`config.mk`:
```
export PLATFORM = sky130hd
export DESIGN_NAME = secded_hamming_128_120_byte_codec
export DESIGN_NICKNAME = d
export VERILOG_FILES = /design/src/design/hsc_pkg.sv /design/src/design/secded_hamming_128_120_byte_codec.sv /design/src/design/hsc_front.sv /design/src/design/hsc_job_fifo.sv /design/src/design/hsc_back.sv
export SDC_FILE = /design/constraint.sdc
export NUM_CORES = 1
export LEC_CHECK = 0
export BUFFER_PORTS_ARGS = -buffer_cell sky130_fd_sc_hd__buf_2
export CAP_MARGIN = 30
export CORE_MARGIN = 2
export CORE_UTILIZATION = 30
export CTS_CLUSTER_SIZE = 8
export DETAILED_ROUTE_END_ITERATION = 10
export PLACE_DENSITY = 0.44
export SLEW_MARGIN = 20
export SYNTH_ARGS = -nofsm -noshare
export SYNTH_HDL_FRONTEND = slang
export SYNTH_SLANG_ARGS = --single-unit
```
`constraint.sdc`:
```
create_clock -name clk_i -period 14.3 [get_ports clk_i]
set_input_delay 2.145 -clock clk_i [delete_from_list [all_inputs] [get_ports clk_i]]
set_output_delay 2.145 -clock clk_i [all_outputs]
set_load 0.02 [all_outputs]
```
`src/design/hsc_pkg.sv`:
```
// Shared types, constants and payload structs of the SECDED byte codec.
`timescale 1ns / 1ps

package hsc_pkg;

  localparam int BLOCK_BYTES = 15;
  localparam int SLOT_W      = 4;
  localparam int POS_W       = 7;
  localparam int LEN_W       = 32;
  localparam int CFG_IDX_W   = 1;
  localparam int JOB_DEPTH   = 4;
  localparam int JOB_PTR_W   = $clog2(JOB_DEPTH);

  localparam logic [SLOT_W-1:0] LAST_DATA_SLOT = SLOT_W'(BLOCK_BYTES - 1);
  localparam logic [SLOT_W-1:0] CHECK_SLOT     = SLOT_W'(BLOCK_BYTES);

  typedef enum logic [CFG_IDX_W-1:0] {
    REG_DIRECTION     = 1'b0,
    REG_DECODE_LENGTH = 1'b1
  } reg_idx_e;

  typedef enum logic [1:0] {
    ST_CLEAN     = 2'd0,
    ST_CORRECTED = 2'd1,
    ST_PARITY    = 2'd2,
    ST_DOUBLE    = 2'd3
  } err_status_e;

  typedef enum logic {
    JOB_ENC = 1'b0,
    JOB_DEC = 1'b1
  } job_kind_e;

  typedef struct packed {
    logic [7:0] data_in;
    logic       end_of_stream;
  } hsc_in_t;

  typedef struct packed {
    logic [7:0]       data_out;
    logic             is_check_byte;
    logic [1:0]       error_status;
    logic [POS_W-1:0] error_position;
    logic             last;
  } hsc_out_t;

  // One unit of work for the back end: an encoded byte with its padding and
  // check byte, or a decoded block held in one bank of the byte store.
  typedef struct packed {
    job_kind_e         kind;
    logic [7:0]        data;
    logic [SLOT_W-1:0] pad_cnt;
    logic              has_check;
    logic [7:0]        check;
    logic              bank;
    logic [SLOT_W-1:0] emit_cnt;
    err_status_e       status;
    logic [POS_W-1:0]  position;
    logic              flip_valid;
    logic [SLOT_W-1:0] flip_byte;
    logic [7:0]        flip_mask;
  } job_t;

  typedef struct packed {
    logic              en;
    logic              bank;
    logic [SLOT_W-1:0] idx;
    logic [7:0]        data;
  } mem_wr_t;

  typedef struct packed {
    logic valid;
    logic bank;
  } release_t;

endpackage

```
`src/design/secded_hamming_128_120_byte_codec.sv`:
```
// Top level of the byte-stream extended Hamming SECDED (128,120) codec.
// Input is a queue write side: an item (data_in, end_of_stream) is taken at
// a clock edge with push high and full low. Results come from a queue read
// side: the oldest result sits on out_item_o while empty is low and leaves
// at an edge with pop high. Configuration: cfg_we_i writes cfg_data_i into
// register cfg_idx_i (0 direction, 1 decode_length) with no wait.
// Encode: each byte passes through; every 15th byte, or end of stream after
// zero padding, is followed by the check byte. Decode: 16 bytes per block
// are taken in, then 15 corrected bytes go out, cut at decode_length.
// The first result of an item reaches the ports through the job queue and
// the back end's output register. The back end issues one result per cycle
// from its output register while the receiver pops, in encode and decode
// alike; padding and check bytes are each issued as a result of their own.
// Input and output are parted by a four-entry job queue and a two-bank byte
// store; full rises when the queue is full or, in decode, when the bank to be
// filled is still draining. A stalled receiver holds the output register and
// backs the queue up. Reset selects encode, sets the limit to all ones and
// empties every queue.
`timescale 1ns / 1ps

module secded_hamming_128_120_byte_codec import hsc_pkg::*; (
  input  logic                 clk_i,
  input  logic                 rst_ni,
  input  logic                 cfg_we_i,
  input  logic [CFG_IDX_W-1:0] cfg_idx_i,
  input  logic [LEN_W-1:0]     cfg_data_i,
  input  logic                 push,
  input  hsc_in_t              in_item_i,
  output logic                 full,
  output logic                 empty,
  input  logic                 pop,
  output hsc_out_t             out_item_o
);

  job_t     job_in, job_head;
  logic     job_push, job_full, job_empty, job_pop;
  mem_wr_t  mem_wr;
  release_t bank_release;

  hsc_front u_front (
    .clk_i      (clk_i),
    .rst_ni     (rst_ni),
    .cfg_we_i   (cfg_we_i),
    .cfg_idx_i  (cfg_idx_i),
    .cfg_data_i (cfg_data_i),
    .in_push_i  (push),
    .in_item_i  (in_item_i),
    .in_full_o  (full),
    .job_full_i (job_full),
    .job_o      (job_in),
    .job_push_o (job_push),
    .mem_wr_o   (mem_wr),
    .release_i  (bank_release)
  );

  hsc_job_fifo u_job_fifo (
    .clk_i   (clk_i),
    .rst_ni  (rst_ni),
    .push_i  (job_push),
    .data_i  (job_in),
    .full_o  (job_full),
    .pop_i   (job_pop),
    .data_o  (job_head),
    .empty_o (job_empty)
  );

  hsc_back u_back (
    .clk_i       (clk_i),
    .rst_ni      (rst_ni),
    .mem_wr_i    (mem_wr),
    .job_i       (job_head),
    .job_valid_i (!job_empty),
    .job_pop_o   (job_pop),
    .release_o   (bank_release),
    .out_item_o  (out_item_o),
    .out_empty_o (empty),
    .out_pop_i   (pop)
  );

`ifndef SYNTH
  a_check_is_last: assert property (@(posedge clk_i) disable iff (!rst_ni)
    (!empty && out_item_o.is_check_byte) |->
      (out_item_o.last && out_item_o.error_status == ST_CLEAN))
    else $error("check byte not closing its block");

  a_position_only_corrected: assert property (@(posedge clk_i) disable iff (!rst_ni)
    (!empty && out_item_o.error_status != ST_CORRECTED) |->
      (out_item_o.error_position == '0))
    else $error("error position set without a correction");

  a_no_push_when_full: assert property (@(posedge clk_i) disable iff (!rst_ni)
    job_push |-> !job_full)
    else $error("job pushed into a full queue");

  a_release_with_pop: assert property (@(posedge clk_i) disable iff (!rst_ni)
    bank_release.valid |-> (job_pop && !job_empty))
    else $error("bank released without finishing its job");
`endif

endmodule

```
`src/design/hsc_front.sv`:
```
// Front end: takes input bytes, tracks syndrome and parity, classifies blocks.
`timescale 1ns / 1ps

module hsc_front import hsc_pkg::*; (
  input  logic                 clk_i,
  input  logic                 rst_ni,
  input  logic                 cfg_we_i,
  input  logic [CFG_IDX_W-1:0] cfg_idx_i,
  input  logic [LEN_W-1:0]     cfg_data_i,
  input  logic                 in_push_i,
  input  hsc_in_t              in_item_i,
  output logic                 in_full_o,
  input  logic                 job_full_i,
  output job_t                 job_o,
  output logic                 job_push_o,
  output mem_wr_t              mem_wr_o,
  input  release_t             release_i
);

  logic              dir_q, dir_d;
  logic [LEN_W-1:0]  len_q, len_d;
  logic [POS_W-1:0]  syn_q, syn_d;
  logic              par_q, par_d;
  logic [SLOT_W-1:0] slot_q, slot_d;
  logic [LEN_W-1:0]  emitted_q, emitted_d;
  logic              bank_q, bank_d;
  logic [1:0]        busy_q, busy_d;

  logic [SLOT_W-1:0] slot_cur;
  logic              dec_check;
  logic              enc_check;
  logic              accept;
  logic [POS_W-1:0]  syn_abs;
  logic              par_abs;
  logic [7:0]        check_byte;
  logic [POS_W-1:0]  syn_blk;
  logic              par_blk;
  err_status_e       status;
  logic              flip_valid;
  logic [POS_W-1:0]  flip_index;
  logic [LEN_W-1:0]  remaining;
  logic [SLOT_W-1:0] emit_n;
  logic [LEN_W-1:0]  emitted_next;

  // Codeword position of data bit d: skip position zero and the check positions.
  function automatic logic [POS_W-1:0] pos_of(input logic [POS_W-1:0] d);
    logic [POS_W:0] p;
    p = {1'b0, d} + (POS_W+1)'(3);
    for (int i = 0; i < 5; i++) begin
      if (p >= (POS_W+1)'(4 << i)) begin
        p = p + (POS_W+1)'(1);
      end
    end
    return p[POS_W-1:0];
  endfunction

  // Data bit index of a syndrome that names a data position.
  function automatic logic [POS_W-1:0] data_index_of(input logic [POS_W-1:0] s);
    logic [POS_W-1:0] d;
    d = s - POS_W'(3);
    for (int i = 0; i < 5; i++) begin
      if (POS_W'(4 << i) < s) begin
        d = d - POS_W'(1);
      end
    end
    return d;
  endfunction

  assign slot_cur  = (!dir_q && slot_q == CHECK_SLOT) ? '0 : slot_q;
  assign dec_check = dir_q && (slot_cur == CHECK_SLOT);
  assign enc_check = in_item_i.end_of_stream || (slot_cur == LAST_DATA_SLOT);

  assign in_full_o = job_full_i || (dir_q && !dec_check && busy_q[bank_q]);
  assign accept    = in_push_i && !in_full_o;

  always_comb begin
    syn_abs = syn_q;
    for (int b = 0; b < 8; b++) begin
      if (in_item_i.data_in[b]) begin
        syn_abs = syn_abs ^ pos_of({slot_cur, 3'(b)});
      end
    end
  end

  assign par_abs    = par_q ^ (^in_item_i.data_in);
  assign check_byte = {par_abs ^ (^syn_abs), syn_abs};

  assign syn_blk = syn_q ^ in_item_i.data_in[POS_W-1:0];
  assign par_blk = par_q ^ (^in_item_i.data_in);

  always_comb begin
    status     = ST_CLEAN;
    flip_valid = 1'b0;
    if (syn_blk == '0) begin
      status = par_blk ? ST_PARITY : ST_CLEAN;
    end else if (par_blk) begin
      status     = ST_CORRECTED;
      // A single error on a check position leaves the data alone.
      flip_valid = ((syn_blk & (syn_blk - POS_W'(1))) != '0) && (syn_blk >= POS_W'(3));
    end else begin
      status = ST_DOUBLE;
    end
  end

  assign flip_index = data_index_of(syn_blk);

  // Bytes still under the limit before this block; at most 15 of them go out.
  assign remaining = len_q - emitted_q;
  always_comb begin
    if (emitted_q >= len_q) begin
      emit_n       = '0;
      emitted_next = emitted_q;
    end else if (remaining >= LEN_W'(BLOCK_BYTES)) begin
      emit_n       = SLOT_W'(BLOCK_BYTES);
      emitted_next = emitted_q + LEN_W'(BLOCK_BYTES);
    end else begin
      emit_n       = remaining[SLOT_W-1:0];
      emitted_next = len_q;
    end
  end

  always_comb begin
    dir_d      = dir_q;
    len_d      = len_q;
    syn_d      = syn_q;
    par_d      = par_q;
    slot_d     = slot_q;
    emitted_d  = emitted_q;
    bank_d     = bank_q;
    busy_d     = busy_q;
    job_o      = '0;
    job_push_o = 1'b0;
    mem_wr_o   = '0;

    if (release_i.valid) begin
      busy_d[release_i.bank] = 1'b0;
    end

    if (accept) begin
      if (!dir_q) begin
        job_o.kind      = JOB_ENC;
        job_o.data      = in_item_i.data_in;
        job_o.pad_cnt   = in_item_i.end_of_stream ? (LAST_DATA_SLOT - slot_cur) : '0;
        job_o.has_check = enc_check;
        job_o.check     = check_byte;
        job_push_o      = 1'b1;
        if (enc_check) begin
          syn_d  = '0;
          par_d  = 1'b0;
          slot_d = '0;
        end else begin
          syn_d  = syn_abs;
          par_d  = par_abs;
          slot_d = slot_cur + SLOT_W'(1);
        end
      end else if (!dec_check) begin
        mem_wr_o = '{en: 1'b1, bank: bank_q, idx: slot_cur, data: in_item_i.data_in};
        if (in_item_i.end_of_stream) begin
          // Drop the partial block.
          syn_d  = '0;
          par_d  = 1'b0;
          slot_d = '0;
        end else begin
          syn_d  = syn_abs;
          par_d  = par_abs;
          slot_d = slot_cur + SLOT_W'(1);
        end
      end else begin
        job_o.kind       = JOB_DEC;
        job_o.bank       = bank_q;
        job_o.emit_cnt   = emit_n;
        job_o.status     = status;
        job_o.position   = (status == ST_CORRECTED) ? syn_blk : '0;
        job_o.flip_valid = flip_valid;
        job_o.flip_byte  = flip_index[POS_W-1:3];
        job_o.flip_mask  = 8'b1 << flip_index[2:0];
        if (emit_n != '0) begin
          job_push_o     = 1'b1;
          busy_d[bank_q] = 1'b1;
          bank_d         = ~bank_q;
        end
        emitted_d = emitted_next;
        syn_d     = '0;
        par_d     = 1'b0;
        slot_d    = '0;
      end
      if (in_item_i.end_of_stream) begin
        emitted_d = '0;
      end
    end

    if (cfg_we_i) begin
      unique case (reg_idx_e'(cfg_idx_i))
        REG_DIRECTION: begin
          dir_d     = cfg_data_i[0];
          syn_d     = '0;
          par_d     = 1'b0;
          slot_d    = '0;
          emitted_d = '0;
        end
        REG_DECODE_LENGTH: begin
          len_d = cfg_data_i;
        end
        default: begin
        end
      endcase
    end
  end

  always_ff @(posedge clk_i or negedge rst_ni) begin
    if (!rst_ni) begin
      dir_q     <= 1'b0;
      len_q     <= '1;
      syn_q     <= '0;
      par_q     <= 1'b0;
      slot_q    <= '0;
      emitted_q <= '0;
      bank_q    <= 1'b0;
      busy_q    <= '0;
    end else begin
      dir_q     <= dir_d;
      len_q     <= len_d;
      syn_q     <= syn_d;
      par_q     <= par_d;
      slot_q    <= slot_d;
      emitted_q <= emitted_d;
      bank_q    <= bank_d;
      busy_q    <= busy_d;
    end
  end

endmodule

```
`src/design/hsc_job_fifo.sv`:
```
// Short job queue between the front end and the back end.
`timescale 1ns / 1ps

module hsc_job_fifo import hsc_pkg::*; (
  input  logic clk_i,
  input  logic rst_ni,
  input  logic push_i,
  input  job_t data_i,
  output logic full_o,
  input  logic pop_i,
  output job_t data_o,
  output logic empty_o
);

  job_t                 mem_q [JOB_DEPTH];
  logic [JOB_PTR_W-1:0] wr_ptr_q, rd_ptr_q;
  logic [JOB_PTR_W:0]   count_q;
  logic                 do_push, do_pop;

  assign full_o  = (count_q == (JOB_PTR_W+1)'(JOB_DEPTH));
  assign empty_o = (count_q == '0);
  assign data_o  = mem_q[rd_ptr_q];
  assign do_push = push_i && !full_o;
  assign do_pop  = pop_i && !empty_o;

  always_ff @(posedge clk_i) begin
    if (do_push) begin
      mem_q[wr_ptr_q] <= data_i;
    end
  end

  always_ff @(posedge clk_i or negedge rst_ni) begin
    if (!rst_ni) begin
      wr_ptr_q <= '0;
      rd_ptr_q <= '0;
      count_q  <= '0;
    end else begin
      if (do_push) begin
        wr_ptr_q <= wr_ptr_q + JOB_PTR_W'(1);
      end
      if (do_pop) begin
        rd_ptr_q <= rd_ptr_q + JOB_PTR_W'(1);
      end
      if (do_push && !do_pop) begin
        count_q <= count_q + (JOB_PTR_W+1)'(1);
      end else if (do_pop && !do_push) begin
        count_q <= count_q - (JOB_PTR_W+1)'(1);
      end
    end
  end

endmodule

```
`src/design/hsc_back.sv`:
```
// Back end: byte store and result sequencer feeding the output register.
`timescale 1ns / 1ps

module hsc_back import hsc_pkg::*; (
  input  logic     clk_i,
  input  logic     rst_ni,
  input  mem_wr_t  mem_wr_i,
  input  job_t     job_i,
  input  logic     job_valid_i,
  output logic     job_pop_o,
  output release_t release_o,
  output hsc_out_t out_item_o,
  output logic     out_empty_o,
  input  logic     out_pop_i
);

  logic [7:0]        held_q [2][BLOCK_BYTES];
  logic [SLOT_W-1:0] step_q;
  logic              out_valid_q;
  hsc_out_t          out_q;

  logic [SLOT_W:0]   n_results;
  logic              final_step;
  logic              load;
  hsc_out_t          res;
  logic [7:0]        dec_byte;

  always_ff @(posedge clk_i) begin
    if (mem_wr_i.en) begin
      held_q[mem_wr_i.bank][mem_wr_i.idx] <= mem_wr_i.data;
    end
  end

  assign n_results = (job_i.kind == JOB_ENC)
                   ? ((SLOT_W+1)'(1) + {1'b0, job_i.pad_cnt} + (SLOT_W+1)'(job_i.has_check))
                   : {1'b0, job_i.emit_cnt};
  assign final_step = ({1'b0, step_q} == n_results - (SLOT_W+1)'(1));

  // Apply the single-bit correction on the way out.
  assign dec_byte = held_q[job_i.bank][step_q]
                  ^ ((job_i.flip_valid && job_i.flip_byte == step_q) ? job_i.flip_mask : '0);

  always_comb begin
    res = '0;
    res.last = final_step;
    if (job_i.kind == JOB_ENC) begin
      if (step_q == '0) begin
        res.data_out = job_i.data;
      end else if (step_q <= job_i.pad_cnt) begin
        res.data_out = '0;
      end else begin
        res.data_out      = job_i.check;
        res.is_check_byte = 1'b1;
      end
    end else begin
      res.data_out       = dec_byte;
      res.error_status   = job_i.status;
      res.error_position = job_i.position;
    end
  end

  assign load       = job_valid_i && (!out_valid_q || out_pop_i);
  assign job_pop_o  = load && final_step;
  assign release_o  = '{valid: load && final_step && (job_i.kind == JOB_DEC),
                        bank: job_i.bank};
  assign out_item_o = out_q;
  assign out_empty_o = !out_valid_q;

  always_ff @(posedge clk_i) begin
    if (load) begin
      out_q <= res;
    end
  end

  always_ff @(posedge clk_i or negedge rst_ni) begin
    if (!rst_ni) begin
      step_q      <= '0;
      out_valid_q <= 1'b0;
    end else begin
      if (load) begin
        step_q      <= final_step ? '0 : step_q + SLOT_W'(1);
        out_valid_q <= 1'b1;
      end else if (out_pop_i) begin
        out_valid_q <= 1'b0;
      end
    end
  end

endmodule
```
Word level (Yosys, flattened, before mapping)
Memory sizes are Yosys's and may differ from the RTL's. Cells that the tools add are included.

Memories: 2. Memory bits (read-only): 0. Register bits: 111. Bits in latches: 0. Bits in writable memories: 436.

Add/sub/neg operators: 67. Order comparisons: 56. Equal/unequal tests: 7. Divide/modulo/power cells: 0. Mux-type cells: 176. Multiply operators: 0. Reductions and logical operators: 41. Shift operators: 1. Bitwise gates (word level): 20.

Memory list: u_back.held_q (words 2, bits a word 120, rd ports 1, clocked after memory_dff 0, write ports 1, RTL line hsc_back.sv:17) `logic [7:0] held_q [2][BLOCK_BYTES];`; u_job_fifo.mem_q (words 4, bits a word 49, rd ports 1, clocked after memory_dff 0, write ports 1, RTL line hsc_job_fifo.sv:15) `job_t mem_q [JOB_DEPTH];`.

Operators with widths (count): $mux 8 (71); $mux 7 (37); $add 8x1->8 const B (32); $mux 32 (8); $mux 120 (1); $add 7x2->8 const B (8); $ge 8x3->1 const B (8); $ge 8x4->1 const B (8); $ge 8x5->1 const B (8); $ge 8x6->1 const B (8); $ge 8x7->1 const B (8); $xor 7x7->7 (9); $add 7x1->7 const B (8); $mux 27 (2); $mux 49 (1); $mux 4 (12); $mux 14 (3); $sub 7x1->7 const B (6); $add 32x4->32 const B (1); $bmux 8 s4 (1); $demux 8 s4 (1); $ge 32x32->1 (1); $ge 32x4->1 const B (1); $sub 32x32->32 (1); 54 further kinds (124).

Longest topological paths before layout
Word-level depth: 41. Gate-level depth with buffers: 29.

Modules after synthesis
From an unflattened synthesis, not the netlist that was laid out.

Cell total of the unflattened synthesis: 2328. Area, all modules: 29434.5 µm².

By module, submodules not included: hsc_front (cells an instance 1445, instances 1, area each 10945.5 µm²); hsc_back (cells an instance 589, instances 1, area each 10926.7 µm²); hsc_job_fifo (cells an instance 293, instances 1, area each 7558.5 µm²); secded_hamming_128_120_byte_codec (cells an instance 1, instances 1, area each 3.8 µm²).

Worst setup path before layout
OpenSTA, ideal clock, no wires.

Path kind: register to register. Start: reg u_job_fifo.rd_ptr_q[0]. End: reg u_job_fifo.count_q[1]. Buffers on the path: 5. Cell stages (with the launch flop): 24. Data required time: 14.175 ns. Library setup time: 0.125 ns. Period minus slack after synthesis: 6.306 ns. Data arrival time: 6.181 ns. Slack: 7.994 ns. Cells stage by stage: dfrtp_1 buf_2 buf_2 clkbuf_1 clkbuf_1 buf_1 mux4_2 inv_1 ha_1 inv_1 ha_1 mux2i_1 ha_1 xnor2_1 nand3_1 o21ai_0 a221o_1 nand2_1 nor4_1 nand2_1 ha_1 inv_1 fa_1 mux2_2.

Word-level cells in the longest chain between the ends: 11.

RTL lines: start: declaration (RTL line hsc_job_fifo.sv:16) `logic [JOB_PTR_W-1:0] wr_ptr_q, rd_ptr_q;`; start signal: assignment (RTL line hsc_job_fifo.sv:42) `rd_ptr_q <= rd_ptr_q + JOB_PTR_W'(1);`; $mem_v2 4x49 *; $add 1x4->5 (RTL line hsc_back.sv:35) `? ((SLOT_W+1)'(1) + {1'b0, job_i.pad_cnt} + (SLOT_W+1)'(job_i.has_check))`; $add 5x1->5 (RTL line hsc_back.sv:35); $mux 5 * (RTL line hsc_back.sv:35); $sub 5x1->5 * (RTL line hsc_back.sv:37) `assign final_step = ({1'b0, step_q} == n_results - (SLOT_W+1)'(1));`; $eq 4x5->1 * (RTL line hsc_back.sv:37); named net u_back.final_step (RTL line hsc_back.sv:23) `logic final_step;`; $logic_and 1x1->1 * (RTL line hsc_back.sv:63) `assign job_pop_o = load && final_step;`; $logic_and 1x1->1 * (RTL line hsc_job_fifo.sv:24) `assign do_pop = pop_i && !empty_o;`; $logic_not 1->1 (RTL line hsc_job_fifo.sv:44) `if (do_push && !do_pop) begin`; $logic_and 1x1->1 (RTL line hsc_job_fifo.sv:44); $mux 3 / $reduce_bool 2->1 (equally long branches); end signal: assignment (RTL line hsc_job_fifo.sv:45) `count_q <= count_q + (JOB_PTR_W+1)'(1);`; end signal: assignment (RTL line hsc_job_fifo.sv:47) `count_q <= count_q - (JOB_PTR_W+1)'(1);`; end: declaration (RTL line hsc_job_fifo.sv:17) `logic [JOB_PTR_W:0] count_q;`.

The timed path passes the listed nets; every way through them passes the cells marked *. A chain may end at the register's enable or synchronous reset.

==> flow_summary.ini <==
[outcome]
outcome = completed

[worst_setup_path]
critical_path_class = reg2reg
critical-path-max-stage-delay_ns = 0.78
cp_num_cells = 26
arrival_ns = 8.14
reg2regPathDepth = 26
slowest_stage = dfrtp_1
crit_family = simple AND/OR/NAND/NOR gates
cp_num_buf_inv = 3
end_kind = flip-flop
cpMostUsedCell = nand2_1
crit_path_start_kind = flip-flop
path_max_fanout = 20
required_ns = 14.76

[logic_synthesis]
synthCells = 2339
yosysSeqAreaShare_pct = 55.3
synth_top_area_cell = edfxtp_1
synth_top_area_share_pct = 47.2
synth_compound_area_share_pct = 11.1
synth_top_family_by_area = compound AO/OA/AOI/OAI gates
ys_async_sr_fraction_pct = 16.8
synth-simple-area-share_pct = 11.0
yosysMostFrequentCell = edfxtp_1
synth_edf_count = 455
synth_seq_cells = 547
synth.distinct_cells = 99
synthAdderAreaFrac_pct = 4.10
synthMuxAreaShare_pct = 10.9
ys_warn_count = 0
ys_top_cells_by_count = 455 x edfxtp_1, 197 x nor2_1, 156 x nand2_1
synth_xor_area_share_pct = 4.59
syn-cell-area_um2 = 28900
avgSynthCellArea_um2 = 12.4
synth_flop_cell = edfxtp_1
synth.area.top_cells = edfxtp_1 47%, mux4_2 6.8%, dfrtp_1 5.2%

[sta]
min_period_over_period_pct = 53.8
fmax_mhz = 130
worst_pin_slew_ns = 1.00
finClkSkew_ns = 0.0494
setup_violations = 0
period_needed_ns = 7.69
hold_viol_final = 0
slew_violations = 0
maxSlewHeadroom_pct = 32.8
rsz0062_at_grt = no
tns_ns = 0

[place]
hpwl_mm = 57.9
io_buffers = 67
placed_area_um2 = 30800
gp_congestion = 0.858

[clock_network]
clockRootBuffer = clkbuf_16
clock_latency_ns = 0.65
clk_pin_slew_ns = 0.05
post_cts_buffers = 0
clk_path_buf_depth = 3
hold_buffers = 0
cts_resized = 0
cts_made_buffers = 79
cts_htree_levels = 3
cts.sinks = 547
cts_tree = built

[flow_run]
max-cap-violations = 0

[global_route]
grt_overflow = 0
grt_antenna_before_repair = 3
track_usage_pct = 17.1
grt_pass1_vias = 19588
grt_pass1_wl_mm = 128
grt_max_degree = 56

[route]
vias = 19615
routed_wl_mm = 85.0
avgRoutedWirePerCell_um = 22.8
drt_iter0_drc = 1535
route.detailed.drc = 0
first_pass_iters = 5
vias_per_cell = 5.27
route.antenna.remaining_nets = 0

[floorplanning]
ios = 68
die_h_um = 315
die_width_um = 315
start_util_pct = 30.4
dieArea_um2 = 99000
core_um2 = 95300
rows = 113

[finish]
layout.nets = 2560
drive_gt1_share_pct = 16.7
stdcell_area_um2 = 33100
syn_to_final_growth_pct = 14.3
antenna_cells = 0

[power_and_ir_drop]
worst_ir_drop_vdd_mv = 0.0968
total_power_mw = 6.19
power.density_nw_per_um2 = 187
power_leakage_nw = 11.6

[worst_hold_path]
hp-class = reg2reg
hold_depth = 2
stage by stage:
stage / setup WS, ns / hold slack (ns) / instances / util, %
after floorplan: 7.99 / 0.464 / 2342 / -
after global placement: 6.97 / 0.505 / 3595 / 32.3
after detailed placement: 6.70 / 0.519 / 3598 / 32.3
after CTS: 6.69 / 0.526 / 3719 / 34.7
after global routing: 5.96 / 0.551 / 3725 / 34.7
final: 6.61 / 0.519 / 3725 / 34.7
layout by cell type (no fill, tap or decap), types with 23 or more instances in the layout:
master       n
buf_4       49
inv_1       98
dfrtp_1     57
a21oi_1    104
and2_1      39
edfxtp_1   455
o22ai_1     40
nor3_1      39
nand4_1     27
a22oi_1     30
a21o_1      29
nand3_1     55
buf_2       66
o21ai_0    100
clkbuf_1    34
xor2_1      38
mux2_2      45
xnor2_1    104
clkbuf_16   79
nor2_1     196
mux2i_1     63
mux4_2      87
nor2b_1     23
nand2_1    156
dfstp_2     32
ha_1        90
power by group:
| group | leakage (nW) | switching (mW) | internal [mW] | total [mW] |
|---|---|---|---|---|
| clock | 1.09 | 0.704 | 1.03 | 1.74 |
| combinational | 5.22 | 1.38 | 0.976 | 2.36 |
| sequential | 5.31 | 0.134 | 1.96 | 2.10 |
| total | 11.6 | 2.22 | 3.97 | 6.19 |
path summary, 6_finish.rpt:
kind	startpoint	end	slack, ns
max	u_front.slot_q[1]$_DFF_PN0_	u_job_fifo.mem_q[3][34]$_DFFE_PP_	6.61
min	u_front.len_q[23]$_DFFE_PN1P_	u_front.emitted_q[23]$_DFF_PN0_	0.52
max reg2reg	u_front.slot_q[1]$_DFF_PN0_	u_job_fifo.mem_q[3][34]$_DFFE_PP_	6.61
min reg2reg	u_front.len_q[23]$_DFFE_PN1P_	u_front.emitted_q[23]$_DFF_PN0_	0.52
max in group asynchronous	rst_ni	u_job_fifo.rd_ptr_q[0]$_DFFE_PN0P_	11.49
min in group asynchronous	rst_ni	u_front.emitted_q[28]$_DFF_PN0_	1.51
per-layer routing:
metal | share of wire, % | track usage [%] | up-vias
li1 | - | - | 8998
met1 | 46 | 23.8 | 9958
met2 | 47 | 27.6 | 530
met3 | 4.6 | 2.65 | 123
met4 | 2.3 | 4.86 | 6
met5 | 0.044 | 0 | -
cell families after synthesis:
kind of cell,after synthesis
AOI/OAI and AO/OA,477
buffers and inverters,223
muxes,199
adders and majority gates,93
DFF,547
other,2
and+or+nand+nor,652
xor gates and xnor gates,146
area by class of cell:
| type | instances | area (um2) |
|---|---|---|
| multi-input combinational | 1572 | 12100 |
| clock buffer | 112 | 2100 |
| timing repair buffer | 117 | 729 |
| clock inverter | 9 | 161 |
| sequential | 547 | 16000 |
| fill | 9391 | 62200 |
| inverter | 103 | 387 |
| tap | 1265 | 1580 |
registers in the layout, summed over array words and instances, names as in the netlist:
register	cells
u_back.held_q	240
u_back.out_item_o	19
u_back.out_valid_q	1
u_back.step_q	4
u_front.bank_q	1
u_front.busy_q	2
u_front.dir_q	1
u_front.emitted_q	32
u_front.len_q	32
u_front.par_q	1
u_front.slot_q	4
u_front.syn_q	7
u_job_fifo.count_q	3
u_job_fifo.mem_q	196
u_job_fifo.rd_ptr_q	2
u_job_fifo.wr_ptr_q	2
worst min-delay path: stages, from the launching register on:
cell	delay [ns]
dfstp_2	0.37
nand2_1	0.05
a21oi_1	0.05
No activity file was read; power rests on OpenSTA's default activity.
